### src/hdl/assert_macros.svh
// assertion helpers, clocked on clk; VIC_ASSERT is held off while rst_n is low, VIC_ASSERT_ALWAYS is not
`ifndef ASSERT_MACROS_SVH
`define ASSERT_MACROS_SVH
`ifndef NO_ASSERTIONS
`define VIC_ASSERT(label, prop, msg) \
  label: assert property (@(posedge clk) disable iff (!rst_n) prop) else $error(msg);
`define VIC_ASSERT_ALWAYS(label, prop, msg) \
  label: assert property (@(posedge clk) prop) else $error(msg);
`else
`define VIC_ASSERT(label, prop, msg)
`define VIC_ASSERT_ALWAYS(label, prop, msg)
`endif
`endif

### src/hdl/vic_pkg.sv
package vic_pkg;

  // sizing
  localparam int NUM_SOURCES     = 32;
  localparam int PRIORITY_LEVELS = 16;
  localparam int NEST_DEPTH      = 16;

  localparam int DATA_W     = 32;
  localparam int OFF_W      = 12;
  localparam int OP_W       = 2;
  localparam int PRIO_W     = 4;
  localparam int LVL_SPAN   = 1 << PRIO_W;
  localparam int SRC_IDX_W  = (NUM_SOURCES > 1) ? $clog2(NUM_SOURCES) : 1;
  localparam int NEST_IDX_W = (NEST_DEPTH > 1) ? $clog2(NEST_DEPTH) : 1;
  localparam int DEPTH_W    = $clog2(NEST_DEPTH + 1);

  localparam logic [DEPTH_W-1:0] DEPTH_FULL = DEPTH_W'(NEST_DEPTH);
  localparam logic [PRIO_W-1:0]  PRIO_MAX   = PRIO_W'(PRIORITY_LEVELS - 1);

  // request kinds
  typedef enum logic [OP_W-1:0] {
    OP_SAMPLE = 2'd0,
    OP_READ   = 2'd1,
    OP_WRITE  = 2'd2
  } opcode_t;

  // register map
  localparam logic [OFF_W-1:0] REG_IRQ_STATUS = 12'h000;
  localparam logic [OFF_W-1:0] REG_FIQ_STATUS = 12'h004;
  localparam logic [OFF_W-1:0] REG_RAW_STATUS = 12'h008;
  localparam logic [OFF_W-1:0] REG_SELECT     = 12'h00C;
  localparam logic [OFF_W-1:0] REG_ENABLE     = 12'h010;
  localparam logic [OFF_W-1:0] REG_ENABLE_CLR = 12'h014;
  localparam logic [OFF_W-1:0] REG_SOFT       = 12'h018;
  localparam logic [OFF_W-1:0] REG_SOFT_CLR   = 12'h01C;
  localparam logic [OFF_W-1:0] REG_LEVEL_MASK = 12'h024;
  localparam logic [OFF_W-1:0] REG_VECT_ADDR  = 12'hF00;
  localparam logic [OFF_W-1:0] VEC_BASE       = 12'h100;
  localparam logic [OFF_W-1:0] VEC_END        = OFF_W'(32'h100 + 4 * NUM_SOURCES);
  localparam logic [OFF_W-1:0] PRIO_BASE      = 12'h200;
  localparam logic [OFF_W-1:0] PRIO_END       = OFF_W'(32'h200 + 4 * NUM_SOURCES);

  typedef struct packed {
    logic [OP_W-1:0]   opcode;
    logic [OFF_W-1:0]  reg_offset;
    logic [DATA_W-1:0] write_data;
    logic [DATA_W-1:0] source_lines;
  } req_t;

  typedef struct packed {
    logic [DATA_W-1:0] read_data;
    logic              irq_request;
    logic              fiq_request;
  } rsp_t;

  typedef struct packed {
    logic                 found;
    logic [SRC_IDX_W-1:0] idx;
    logic [PRIO_W-1:0]    lvl;
  } win_t;

endpackage

### src/hdl/vic_ifs.sv
interface vic_req_if;
  logic                         valid;
  logic                         ready;
  logic [vic_pkg::OP_W-1:0]     opcode;
  logic [vic_pkg::OFF_W-1:0]    reg_offset;
  logic [vic_pkg::DATA_W-1:0]   write_data;
  logic [vic_pkg::DATA_W-1:0]   source_lines;

  modport source (output valid, opcode, reg_offset, write_data, source_lines, input ready);
  modport sink   (input valid, opcode, reg_offset, write_data, source_lines, output ready);
endinterface

interface vic_rsp_if;
  logic                         valid;
  logic                         ready;
  logic [vic_pkg::DATA_W-1:0]   read_data;
  logic                         irq_request;
  logic                         fiq_request;

  modport source (output valid, read_data, irq_request, fiq_request, input ready);
  modport sink   (input valid, read_data, irq_request, fiq_request, output ready);
endinterface

### src/hdl/vectored_interrupt_controller.sv
// vectored interrupt controller, 32 sources, register-mapped
// in_req carries one request per handshake: the sampled source lines plus an
// optional register read or write (opcode 0 sample only, 1 read, 2 write)
// out_rsp returns one response per request: read data (zero unless a read),
// and the irq / fiq request levels as they stand after the request
// path: a request accepted on in_req goes through the input register, the
// state update stage and the output register before it shows on out_rsp
// throughput: one request per cycle with out_rsp.ready high; in_req.ready stays
// high while the output register drains, so back-to-back requests stream through
// reading 0xF00 takes the winning irq source, returns its vector and pushes
// its priority; writing 0xF00 pops one nesting level
// reset (rst_n low, synchronous): enables, selects, soft bits and lines clear,
// level mask all ones, vectors zero, priorities at the lowest level, nesting
// empty, pipeline empty
// when out_rsp.ready stays low the three stages fill and in_req.ready drops;
// nothing is lost and state updates halt with the pipeline
`include "assert_macros.svh"

module vectored_interrupt_controller (
  input  logic          clk,
  input  logic          rst_n,
  vic_req_if.sink       in_req,
  vic_rsp_if.source     out_rsp
);

  // controller state
  logic [vic_pkg::NUM_SOURCES-1:0]     raw_r;
  logic [vic_pkg::NUM_SOURCES-1:0]     enable_r;
  logic [vic_pkg::NUM_SOURCES-1:0]     fast_r;
  logic [vic_pkg::NUM_SOURCES-1:0]     soft_r;
  logic [vic_pkg::PRIORITY_LEVELS-1:0] lvl_mask_r;
  logic [vic_pkg::DATA_W-1:0]          vec_r   [vic_pkg::NUM_SOURCES];
  logic [vic_pkg::PRIO_W-1:0]          prio_r  [vic_pkg::NUM_SOURCES];
  logic [vic_pkg::PRIO_W-1:0]          stack_r [vic_pkg::NEST_DEPTH];
  logic [vic_pkg::DEPTH_W-1:0]         depth_r;
  logic [vic_pkg::DATA_W-1:0]          cur_vec_r;

  // next values
  logic [vic_pkg::NUM_SOURCES-1:0]     enable_nxt;
  logic [vic_pkg::NUM_SOURCES-1:0]     fast_nxt;
  logic [vic_pkg::NUM_SOURCES-1:0]     soft_nxt;
  logic [vic_pkg::PRIORITY_LEVELS-1:0] lvl_mask_nxt;
  logic [vic_pkg::DEPTH_W-1:0]         depth_nxt;
  logic [vic_pkg::DATA_W-1:0]          cur_vec_nxt;

  // pipeline
  logic                        in_v_r;
  vic_pkg::req_t               in_r;
  logic                        mid_v_r;
  logic [vic_pkg::DATA_W-1:0]  mid_rdata_r;
  logic [vic_pkg::DATA_W-1:0]  mid_rdata_nxt;
  logic                        out_v_r;
  vic_pkg::rsp_t               out_r;
  vic_pkg::rsp_t               out_nxt;

  logic out_free, mid_free, mid_go, s1_go, in_go;

  // winner search: lowest priority level first, then lowest source index
  function automatic vic_pkg::win_t pick_winner(
    input logic [vic_pkg::NUM_SOURCES-1:0]     pend,
    input logic [vic_pkg::PRIORITY_LEVELS-1:0] mask,
    input logic [vic_pkg::PRIO_W-1:0]          prio [vic_pkg::NUM_SOURCES],
    input logic [vic_pkg::DEPTH_W-1:0]         depth,
    input logic [vic_pkg::PRIO_W-1:0]          top
  );
    logic [vic_pkg::LVL_SPAN-1:0]    mask_ext;
    logic [vic_pkg::LVL_SPAN-1:0]    lvl_hit;
    logic [vic_pkg::LVL_SPAN-1:0]    lvl_1h;
    logic [vic_pkg::NUM_SOURCES-1:0] elig;
    logic [vic_pkg::NUM_SOURCES-1:0] cand;
    logic [vic_pkg::NUM_SOURCES-1:0] cand_1h;
    vic_pkg::win_t                   w;
    mask_ext = '0;
    mask_ext[vic_pkg::PRIORITY_LEVELS-1:0] = mask;
    for (int i = 0; i < vic_pkg::NUM_SOURCES; i++) begin
      elig[i] = pend[i] && mask_ext[prio[i]] && (depth == '0 || prio[i] < top)
                && (depth < vic_pkg::DEPTH_FULL);
    end
    lvl_hit = '0;
    for (int p = 0; p < vic_pkg::LVL_SPAN; p++) begin
      for (int i = 0; i < vic_pkg::NUM_SOURCES; i++) begin
        lvl_hit[p] = lvl_hit[p] | (elig[i] && prio[i] == p[vic_pkg::PRIO_W-1:0]);
      end
    end
    // isolate lowest set level, then lowest source at that level
    lvl_1h = lvl_hit & (~lvl_hit + 1'b1);
    for (int i = 0; i < vic_pkg::NUM_SOURCES; i++) begin
      cand[i] = elig[i] && lvl_1h[prio[i]];
    end
    cand_1h = cand & (~cand + 1'b1);
    w = '0;
    w.found = |elig;
    for (int i = 0; i < vic_pkg::NUM_SOURCES; i++) begin
      if (cand_1h[i]) begin
        w.idx = w.idx | i[vic_pkg::SRC_IDX_W-1:0];
      end
    end
    for (int p = 0; p < vic_pkg::LVL_SPAN; p++) begin
      if (lvl_1h[p]) begin
        w.lvl = w.lvl | p[vic_pkg::PRIO_W-1:0];
      end
    end
    return w;
  endfunction

  // handshake flow
  assign out_free = !out_v_r || out_rsp.ready;
  assign mid_go   = mid_v_r && out_free;
  assign mid_free = !mid_v_r || out_free;
  assign s1_go    = in_v_r && mid_free;
  assign in_req.ready = !in_v_r || mid_free;
  assign in_go    = in_req.valid && in_req.ready;

  always_ff @(posedge clk) begin
    if (!rst_n) begin
      in_v_r <= 1'b0;
    end else if (in_req.ready) begin
      in_v_r <= in_req.valid;
    end
  end

  always_ff @(posedge clk) begin
    if (in_go) begin
      in_r.opcode       <= in_req.opcode;
      in_r.reg_offset   <= in_req.reg_offset;
      in_r.write_data   <= in_req.write_data;
      in_r.source_lines <= in_req.source_lines;
    end
  end

  // ---------------------------------------------------------------------
  // stage 1: decode the request, resolve the winner, update state
  // ---------------------------------------------------------------------
  logic [vic_pkg::NUM_SOURCES-1:0] raw_new, active1, pend1;
  logic [vic_pkg::DEPTH_W-1:0]     depth_m1;
  logic [vic_pkg::NEST_IDX_W-1:0]  stk_rd_idx;
  logic [vic_pkg::PRIO_W-1:0]      stk_top;
  vic_pkg::win_t                   win1;

  logic                            is_read, is_write, aligned;
  logic                            is_vec, is_prio, is_vaddr;
  logic [vic_pkg::OFF_W-1:0]       vec_diff, prio_diff;
  logic [vic_pkg::SRC_IDX_W-1:0]   vec_idx, prio_idx, vec_rd_idx;
  logic [vic_pkg::DATA_W-1:0]      vec_rd;
  logic [vic_pkg::PRIO_W-1:0]      wr_prio;
  logic                            vec_we, prio_we, push;

  assign raw_new    = in_r.source_lines[vic_pkg::NUM_SOURCES-1:0];
  assign active1    = (raw_new | soft_r) & enable_r;
  assign pend1      = active1 & ~fast_r;
  assign depth_m1   = depth_r - 1'b1;
  assign stk_rd_idx = depth_m1[vic_pkg::NEST_IDX_W-1:0];
  assign stk_top    = stack_r[stk_rd_idx];
  assign win1       = pick_winner(pend1, lvl_mask_r, prio_r, depth_r, stk_top);

  assign is_read   = in_r.opcode == vic_pkg::OP_READ;
  assign is_write  = in_r.opcode == vic_pkg::OP_WRITE;
  assign aligned   = in_r.reg_offset[1:0] == 2'b00;
  assign vec_diff  = in_r.reg_offset - vic_pkg::VEC_BASE;
  assign prio_diff = in_r.reg_offset - vic_pkg::PRIO_BASE;
  assign vec_idx   = vec_diff[vic_pkg::SRC_IDX_W+1:2];
  assign prio_idx  = prio_diff[vic_pkg::SRC_IDX_W+1:2];
  assign is_vec    = aligned && in_r.reg_offset >= vic_pkg::VEC_BASE
                     && in_r.reg_offset < vic_pkg::VEC_END;
  assign is_prio   = aligned && in_r.reg_offset >= vic_pkg::PRIO_BASE
                     && in_r.reg_offset < vic_pkg::PRIO_END;
  assign is_vaddr  = in_r.reg_offset == vic_pkg::REG_VECT_ADDR;

  // one read port on the vector table: the winner on an address read,
  // else the slot addressed by the bus
  assign vec_rd_idx = is_vaddr ? win1.idx : vec_idx;
  assign vec_rd     = vec_r[vec_rd_idx];

  // writes saturate to the lowest implemented level
  assign wr_prio = (in_r.write_data[vic_pkg::PRIO_W-1:0] > vic_pkg::PRIO_MAX)
                   ? vic_pkg::PRIO_MAX : in_r.write_data[vic_pkg::PRIO_W-1:0];

  assign vec_we  = s1_go && is_write && is_vec;
  assign prio_we = s1_go && is_write && is_prio;
  assign push    = s1_go && is_read && is_vaddr && win1.found;

  always_comb begin
    enable_nxt    = enable_r;
    fast_nxt      = fast_r;
    soft_nxt      = soft_r;
    lvl_mask_nxt  = lvl_mask_r;
    depth_nxt     = depth_r;
    cur_vec_nxt   = cur_vec_r;
    mid_rdata_nxt = '0;
    if (is_read && aligned) begin
      priority if (is_vec) begin
        mid_rdata_nxt = vec_rd;
      end else if (is_prio) begin
        mid_rdata_nxt = vic_pkg::DATA_W'(prio_r[prio_idx]);
      end else begin
        unique case (in_r.reg_offset)
          vic_pkg::REG_IRQ_STATUS: mid_rdata_nxt = vic_pkg::DATA_W'(pend1);
          vic_pkg::REG_FIQ_STATUS: mid_rdata_nxt = vic_pkg::DATA_W'(active1 & fast_r);
          vic_pkg::REG_RAW_STATUS: mid_rdata_nxt = vic_pkg::DATA_W'(raw_new | soft_r);
          vic_pkg::REG_SELECT:     mid_rdata_nxt = vic_pkg::DATA_W'(fast_r);
          vic_pkg::REG_ENABLE:     mid_rdata_nxt = vic_pkg::DATA_W'(enable_r);
          vic_pkg::REG_SOFT:       mid_rdata_nxt = vic_pkg::DATA_W'(soft_r);
          vic_pkg::REG_LEVEL_MASK: mid_rdata_nxt = vic_pkg::DATA_W'(lvl_mask_r);
          vic_pkg::REG_VECT_ADDR: begin
            // take the winner, or repeat the current vector if none
            if (win1.found) begin
              cur_vec_nxt   = vec_rd;
              depth_nxt     = depth_r + 1'b1;
              mid_rdata_nxt = vec_rd;
            end else begin
              mid_rdata_nxt = cur_vec_r;
            end
          end
          default: mid_rdata_nxt = '0;
        endcase
      end
    end else if (is_write && aligned && !is_vec && !is_prio) begin
      unique case (in_r.reg_offset)
        vic_pkg::REG_SELECT:
          fast_nxt = in_r.write_data[vic_pkg::NUM_SOURCES-1:0];
        vic_pkg::REG_ENABLE:
          enable_nxt = enable_r | in_r.write_data[vic_pkg::NUM_SOURCES-1:0];
        vic_pkg::REG_ENABLE_CLR:
          enable_nxt = enable_r & ~in_r.write_data[vic_pkg::NUM_SOURCES-1:0];
        vic_pkg::REG_SOFT:
          soft_nxt = soft_r | in_r.write_data[vic_pkg::NUM_SOURCES-1:0];
        vic_pkg::REG_SOFT_CLR:
          soft_nxt = soft_r & ~in_r.write_data[vic_pkg::NUM_SOURCES-1:0];
        vic_pkg::REG_LEVEL_MASK:
          lvl_mask_nxt = in_r.write_data[vic_pkg::PRIORITY_LEVELS-1:0];
        vic_pkg::REG_VECT_ADDR: begin
          // end of service: drop one nesting level
          cur_vec_nxt = '0;
          if (depth_r != '0) begin
            depth_nxt = depth_m1;
          end
        end
        default: ;
      endcase
    end
  end

  always_ff @(posedge clk) begin
    if (!rst_n) begin
      raw_r      <= '0;
      enable_r   <= '0;
      fast_r     <= '0;
      soft_r     <= '0;
      lvl_mask_r <= '1;
      depth_r    <= '0;
      cur_vec_r  <= '0;
      for (int i = 0; i < vic_pkg::NUM_SOURCES; i++) begin
        vec_r[i]  <= '0;
        prio_r[i] <= vic_pkg::PRIO_MAX;
      end
    end else if (s1_go) begin
      raw_r      <= raw_new;
      enable_r   <= enable_nxt;
      fast_r     <= fast_nxt;
      soft_r     <= soft_nxt;
      lvl_mask_r <= lvl_mask_nxt;
      depth_r    <= depth_nxt;
      cur_vec_r  <= cur_vec_nxt;
      if (vec_we) begin
        vec_r[vec_idx] <= in_r.write_data;
      end
      if (prio_we) begin
        prio_r[prio_idx] <= wr_prio;
      end
    end
  end

  // nesting stack has no reset: entries are written before use
  always_ff @(posedge clk) begin
    if (push) begin
      stack_r[depth_r[vic_pkg::NEST_IDX_W-1:0]] <= win1.lvl;
    end
  end

  always_ff @(posedge clk) begin
    if (!rst_n) begin
      mid_v_r <= 1'b0;
    end else if (mid_free) begin
      mid_v_r <= in_v_r;
    end
  end

  always_ff @(posedge clk) begin
    if (s1_go) begin
      mid_rdata_r <= mid_rdata_nxt;
    end
  end

  // ---------------------------------------------------------------------
  // stage 2: request levels from the state left by this request
  // ---------------------------------------------------------------------
  logic [vic_pkg::NUM_SOURCES-1:0] active2;
  vic_pkg::win_t                   win2;

  assign active2 = (raw_r | soft_r) & enable_r;
  assign win2    = pick_winner(active2 & ~fast_r, lvl_mask_r, prio_r, depth_r, stk_top);

  always_comb begin
    out_nxt.read_data   = mid_rdata_r;
    out_nxt.irq_request = win2.found;
    out_nxt.fiq_request = |(active2 & fast_r);
  end

  always_ff @(posedge clk) begin
    if (!rst_n) begin
      out_v_r <= 1'b0;
    end else if (out_free) begin
      out_v_r <= mid_v_r;
    end
  end

  always_ff @(posedge clk) begin
    if (mid_go) begin
      out_r <= out_nxt;
    end
  end

  assign out_rsp.valid       = out_v_r;
  assign out_rsp.read_data   = out_r.read_data;
  assign out_rsp.irq_request = out_r.irq_request;
  assign out_rsp.fiq_request = out_r.fiq_request;

  // ---------------------------------------------------------------------
  // checks
  // ---------------------------------------------------------------------
  logic pop_go, vaddr_wr_go, s1_stall;
  assign vaddr_wr_go = s1_go && is_write && is_vaddr;
  assign pop_go      = vaddr_wr_go && depth_r != '0;
  assign s1_stall    = in_v_r && !mid_free;

  `VIC_ASSERT(a_push_grows, push |=> depth_r == $past(depth_r) + 1'b1, "push did not nest")
  `VIC_ASSERT(a_pop_shrinks, pop_go |=> depth_r == $past(depth_r) - 1'b1, "pop did not unnest")
  `VIC_ASSERT(a_pop_clears, vaddr_wr_go |=> cur_vec_r == '0, "vector kept after pop")
  `VIC_ASSERT(a_hold_nest, s1_stall |=> $stable(depth_r) && $stable(cur_vec_r), "stall moved")
  `VIC_ASSERT(a_hold_enable, s1_stall |=> $stable(enable_r), "enable moved on stall")
  `VIC_ASSERT(a_irq_room, mid_v_r && win2.found |-> depth_r < vic_pkg::DEPTH_FULL, "irq when full")

endmodule
### src/flat_wrapper.sv
// flat-port wrapper written by rule: the top's interface ports become plain ports
module vectored_interrupt_controller_flat 
  (clk, rst_n, in_req_valid, in_req_opcode, in_req_reg_offset, in_req_write_data, in_req_source_lines, in_req_ready, out_rsp_valid, out_rsp_read_data, out_rsp_irq_request, out_rsp_fiq_request, out_rsp_ready);
  vic_req_if in_req_i ();
  vic_rsp_if out_rsp_i ();
  input  logic clk;
  input  logic rst_n;
  input wire logic [$bits(in_req_i.valid)-1:0] in_req_valid;
  input wire logic [$bits(in_req_i.opcode)-1:0] in_req_opcode;
  input wire logic [$bits(in_req_i.reg_offset)-1:0] in_req_reg_offset;
  input wire logic [$bits(in_req_i.write_data)-1:0] in_req_write_data;
  input wire logic [$bits(in_req_i.source_lines)-1:0] in_req_source_lines;
  output wire logic [$bits(in_req_i.ready)-1:0] in_req_ready;
  output wire logic [$bits(out_rsp_i.valid)-1:0] out_rsp_valid;
  output wire logic [$bits(out_rsp_i.read_data)-1:0] out_rsp_read_data;
  output wire logic [$bits(out_rsp_i.irq_request)-1:0] out_rsp_irq_request;
  output wire logic [$bits(out_rsp_i.fiq_request)-1:0] out_rsp_fiq_request;
  input wire logic [$bits(out_rsp_i.ready)-1:0] out_rsp_ready;
  assign in_req_i.valid = in_req_valid;
  assign in_req_i.opcode = in_req_opcode;
  assign in_req_i.reg_offset = in_req_reg_offset;
  assign in_req_i.write_data = in_req_write_data;
  assign in_req_i.source_lines = in_req_source_lines;
  assign in_req_ready = in_req_i.ready;
  assign out_rsp_valid = out_rsp_i.valid;
  assign out_rsp_read_data = out_rsp_i.read_data;
  assign out_rsp_irq_request = out_rsp_i.irq_request;
  assign out_rsp_fiq_request = out_rsp_i.fiq_request;
  assign out_rsp_i.ready = out_rsp_ready;
  vectored_interrupt_controller u_core (.clk(clk), .rst_n(rst_n), .in_req(in_req_i), .out_rsp(out_rsp_i));
endmodule
### config.mk
export PLATFORM = sky130hd
export DESIGN_NAME = vectored_interrupt_controller_flat
export DESIGN_NICKNAME = d
export VERILOG_FILES = /design/src/hdl/vic_pkg.sv /design/src/hdl/vic_ifs.sv /design/src/hdl/vectored_interrupt_controller.sv /design/src/flat_wrapper.sv
export VERILOG_INCLUDE_DIRS = /design/src /design/src/hdl
export SDC_FILE = /design/constraint.sdc
export NUM_CORES = 2
export LEC_CHECK = 0
export ABC_AREA = 1
export BUFFER_PORTS_ARGS = -buffer_cell sky130_fd_sc_hd__buf_4
export CORE_MARGIN = 4
export CORE_UTILIZATION = 30
export DETAILED_ROUTE_END_ITERATION = 10
export PLACE_DENSITY_LB_ADDON = 0.12
export SYNTH_ARGS = -nofsm -noshare
export SYNTH_HDL_FRONTEND = slang
export SYNTH_SLANG_ARGS = --single-unit
### constraint.sdc
create_clock -name clk -period 7.8 [get_ports clk]
set_input_delay 0.78 -clock clk [delete_from_list [all_inputs] [get_ports clk]]
set_output_delay 0.78 -clock clk [all_outputs]
set_load 0.01 [all_outputs]
==> results_tabular.tex <==
\begin{tabular}{lr}
\hline
Metric & Value \\
\hline
\multicolumn{2}{l}{\textbf{Detailed routing}} \\
\quad Per-cell routed wire length & 31.3 um \\
\quad Post-detailed-route count of antenna-violating nets & 0 \\
\quad Residual DRC count & 0 \\
\quad Total number of vias & 96,508 \\
\quad 1st-pass router iterations & 6 \\
\quad Per-cell via count in the routed design & 5.44 \\
\quad Drt total wl & 556,000 um \\
\quad Iteration-0 DRC Markers & 11,097 \\
\multicolumn{2}{l}{\textbf{Yosys}} \\
\quad Post-synthesis cell area & 0.0921 mm2 \\
\quad Number of synthesized register bits & 1,544 \\
\quad YS warnings & 0 \\
\quad Share of flip-flops with an asynchronous set or reset & 0 \\
\quad Post-synth EDFFs & 1,232 \\
\quad Post-synthesis area per instance & 7.64 um2 \\
\quad Top FF cell, synth & sky130\_fd\_sc\_hd\_\_edfxtp\_1 \\
\quad Net count after synthesis & 12,230 \\
\quad Cells after Synth & 12,048 \\
\quad Post-synthesis sequential area ratio & 0.470 \\
\quad Number of library cell types mapped by synthesis & 57 \\
\multicolumn{2}{l}{\textbf{CTS}} \\
\quad Clock tree from TritonCTS & built \\
\quad Later-pin clock latency in the skew report & 930 ps \\
\quad Clock tree root buffer cell & sky130\_fd\_sc\_hd\_\_clkbuf\_16 \\
\quad Maximum count of clock buffers along a single path & 4 \\
\quad Sinks on the clock net & 1,544 \\
\quad Clock slew seen by the registers of the worst setup and hold paths & 60 ps \\
\quad Total CTS buffers & 186 \\
\quad CTS HTree Levels & 4 \\
\multicolumn{2}{l}{\textbf{Outcome}} \\
\quad Failing checks & capacitance limit, slew limit, setup timing \\
\quad Status & finished with violations \\
\multicolumn{2}{l}{\textbf{Min path}} \\
\quad Type of the worst min-delay path & input port to register \\
\multicolumn{2}{l}{\textbf{STA}} \\
\quad Total of endpoints with negative setup slack in the final report & 64 \\
\quad Final count of hold timing violations & 0 \\
\quad Max transition margin & -0.118 \\
\quad Fin crit period & 8470 ps \\
\quad Worst Slack Setup Final & -665 ps \\
\quad RSZ-0062 raised after global routing & yes \\
\quad Highest achievable clock rate & 118 MHz \\
\quad Total count of max-transition violations in the final report & 2 \\
\quad Hold slack & 64.0 ps \\
\quad Final Cycle Share & 1.09 \\
\quad Clock Skew & 108 ps \\
\quad Fin Setup TNS & -30,270 ps \\
\quad Worst Max-Slew Pin Slew & 1670 ps \\
\multicolumn{2}{l}{\textbf{Cells and area}} \\
\quad Leading cell type in the layout, fill and taps excluded & sky130\_fd\_sc\_hd\_\_nand2\_1 \\
\quad Leading cell types in the layout, fill and taps excluded & sky130\_fd\_sc\_hd\_\_nand2\_1, sky130\_fd\_sc\_hd\_\_nor2\_1, sky130\_fd\_sc\_hd\_\_buf\_4, sky130\_fd\_sc\_hd\_\_nand3\_1, sky130\_fd\_sc\_hd\_\_inv\_1 \\
\quad Area overhead of the layout relative to synthesis & 31.0\% \\
\quad Layout filler cell count & 31,517 \\
\quad Fin nets & 13,668 \\
\quad Fraction of final layout cells sized beyond drive strength 1 & 0.209 \\
\multicolumn{2}{l}{\textbf{Pwr}} \\
\quad Worst ir drop on vdd & 0.170 mV \\
\quad Leakage dissipation & 0.0537 uW \\
\quad Power density cells & 206 mW/mm2 \\
\multicolumn{2}{l}{\textbf{Die}} \\
\quad Die outline area & 0.316 mm2 \\
\quad Floorplan core area & 0.306 mm2 \\
\quad Top-level port count & 118 \\
\quad Die Width & 562 um \\
\quad Number of placement rows & 203 \\
\quad Starting Density & 0.301 \\
\quad Die boundary height & 562 um \\
\multicolumn{2}{l}{\textbf{Critical path}} \\
\quad Data required, critical path & 8410 ps \\
\quad Worst Setup End Kind & register \\
\quad Buffers plus inverters on the worst setup path & 16 \\
\quad Worst path top cell family by delay & simple AND/OR/NAND/NOR gates \\
\quad Maximum fanout along the worst path & 9 \\
\quad Startpoint class of the critical path & register \\
\quad Worst setup path class & register to register \\
\quad Max stage delay on crit path & 400 ps \\
\quad Cell mode on critical path & sky130\_fd\_sc\_hd\_\_nand2\_1 \\
\quad Worst-path cell with the longest stage delay & sky130\_fd\_sc\_hd\_\_a221o\_1 \\
\quad Data arrival, critical path & 9080 ps \\
\multicolumn{2}{l}{\textbf{Placement}} \\
\quad Routability-driven placement congestion ratio & 1.04 \\
\quad Placed wire-length estimate & 407,000 um \\
\quad Count of input and output buffers & 117 \\
\multicolumn{2}{l}{\textbf{Global routing}} \\
\quad First-pass GRT wire length & 752,000 um \\
\quad Grt total ovfl & 0 \\
\quad Largest net degree at the start of global routing & 132 \\
\quad Number of global-route vias before repair & 92,194 \\
\quad Number of antenna violations at the first check in global routing & 30 \\
\quad Aggregate global-route resource usage & 0.336 \\
\multicolumn{2}{l}{\textbf{Run}} \\
\quad Number of maximum-capacitance constraint violations & 1 \\
\hline
\end{tabular}
registers in the layout, summed over array words and instances (netlist names), named ones only:
name	count
u_core.lvl_mask_r	16
u_core.stack_r	64
u_core.vec_r	1024
u_core.cur_vec_r	32
u_core.prio_r	128
u_core.mid_v_r	1
u_core.depth_r	5
u_core.fast_r	32
u_core.out_rsp.irq_request	1
u_core.out_rsp.read_data	32
u_core.raw_new	32
u_core.out_rsp.fiq_request	1
u_core.in_r	46
u_core.out_rsp.valid	1
u_core.raw_r	32
u_core.in_v_r	1
u_core.mid_rdata_r	32
Yosys cell counts, types with 8 or more instances:
| cell | n | share of area |
|---|---|---|
| sky130_fd_sc_hd__and3_1 | 10 | 0.00068 |
| sky130_fd_sc_hd__o211a_1 | 25 | 0.0027 |
| sky130_fd_sc_hd__inv_1 | 1315 | 0.054 |
| sky130_fd_sc_hd__a21oi_1 | 371 | 0.020 |
| sky130_fd_sc_hd__nor2_1 | 2061 | 0.084 |
| sky130_fd_sc_hd__nor3_1 | 48 | 0.0026 |
| sky130_fd_sc_hd__ha_1 | 100 | 0.014 |
| sky130_fd_sc_hd__nand3_2 | 10 | 0.0011 |
| sky130_fd_sc_hd__edfxtp_1 | 1232 | 0.40 |
| sky130_fd_sc_hd__o21ai_0 | 382 | 0.021 |
| sky130_fd_sc_hd__o2111ai_1 | 18 | 0.0017 |
| sky130_fd_sc_hd__buf_2 | 229 | 0.012 |
| sky130_fd_sc_hd__nor3_2 | 16 | 0.0017 |
| sky130_fd_sc_hd__clkbuf_1 | 418 | 0.017 |
| sky130_fd_sc_hd__a211oi_1 | 27 | 0.0022 |
| sky130_fd_sc_hd__o21ai_1 | 106 | 0.0058 |
| sky130_fd_sc_hd__nand3b_1 | 455 | 0.037 |
| sky130_fd_sc_hd__a221oi_1 | 8 | 0.00076 |
| sky130_fd_sc_hd__inv_2 | 22 | 0.00090 |
| sky130_fd_sc_hd__o211ai_1 | 41 | 0.0033 |
| sky130_fd_sc_hd__nor2_2 | 22 | 0.0015 |
| sky130_fd_sc_hd__buf_6 | 61 | 0.0075 |
| sky130_fd_sc_hd__dfxtp_1 | 312 | 0.068 |
| sky130_fd_sc_hd__a22oi_1 | 24 | 0.0020 |
| sky130_fd_sc_hd__nand4_1 | 179 | 0.012 |
| sky130_fd_sc_hd__nand2_2 | 28 | 0.0019 |
| sky130_fd_sc_hd__nand3_1 | 1597 | 0.087 |
| sky130_fd_sc_hd__nand2_1 | 2337 | 0.095 |
| sky130_fd_sc_hd__o22ai_1 | 348 | 0.024 |
| sky130_fd_sc_hd__buf_1 | 44 | 0.0018 |
| sky130_fd_sc_hd__clkinv_1 | 55 | 0.0022 |
| sky130_fd_sc_hd__nor4_1 | 11 | 0.00075 |
| sky130_fd_sc_hd__a2111oi_0 | 16 | 0.0015 |
| sky130_fd_sc_hd__or2_2 | 32 | 0.0022 |
| sky130_fd_sc_hd__buf_4 | 15 | 0.0012 |
| sky130_fd_sc_hd__o221ai_1 | 28 | 0.0027 |
report_power, final:
| part | internal [uW] | switching [uW] | total [uW] |
|---|---|---|---|
| Sequential | 9250 | 122 | 9370 |
| Combinational | 2420 | 4390 | 6810 |
| Clock | 4910 | 3810 | 8720 |
what timing repair did:
item	in CTS	in global routing
endpoints found under the hold margin	11	0
pin swaps	40	48
gates resized for setup	301	248
hold buffers	11	0
endpoints found under the setup margin	64	64
cloned	17	19
buffers inserted	30	32
path summary, 6_finish.rpt:
path                                       startpoint                     to  slack, ps  cells after the start
worst max register to register      u_core.depth_r[0]  u_core.mid_rdata_r[3]       -670                     57
worst max-delay path                u_core.depth_r[0]  u_core.mid_rdata_r[3]       -670                     57
worst min-delay path            in_req_write_data[26]        u_core.in_r[58]         60                      1
worst min register to register   u_core.cur_vec_r[27]   u_core.cur_vec_r[27]        460                      2
routing by layer:
metal  vias to the layer above  track usage  wire (um)
met5                         -            0         94
met4                        16        0.205      41200
met3                      1112       0.0468      36700
met2                      4523        0.552     258000
met1                     47656        0.418     220000
li1                      43201            -          -
kinds of logic after synthesis:
family,share of synthesized area
DFF,0.470
xor gates and xnor gates,0.000190
adders and majority gates,0.0136
and+or+nand+nor,0.330
buffers and inverters,0.0975
AOI/OAI and AO/OA,0.0894
per-stage QoR:
step,instances,total power [uW],area (um2),util,setup WS (ps)
6_report,17749,24900,121000,0.395,-665
3_3_place_gp,17290,15800,111000,0.362,-1960
5_1_grt,17738,25800,121000,0.395,-988
4_1_cts,17686,24700,119000,0.389,-579
2_1_floorplan,12048,12500,92100,-,661
3_5_place_dp,17292,15800,111000,0.362,-1890
final cells by class:
cell class                 count  area (um2)  share of cell area
clock inverter                81         766             0.00635
timing repair inverter         2        22.5            0.000187
timing repair buffer        2017       19000               0.158
multi-input combinational   8341       42000               0.349
clock buffer                 257        5100              0.0423
tap                         4100        5130              0.0425
inverter                    1394        5280              0.0438
antenna                       13        32.5            0.000270
sequential                  1544       43200               0.358
Note: power is estimated with default switching activity, not from simulation.
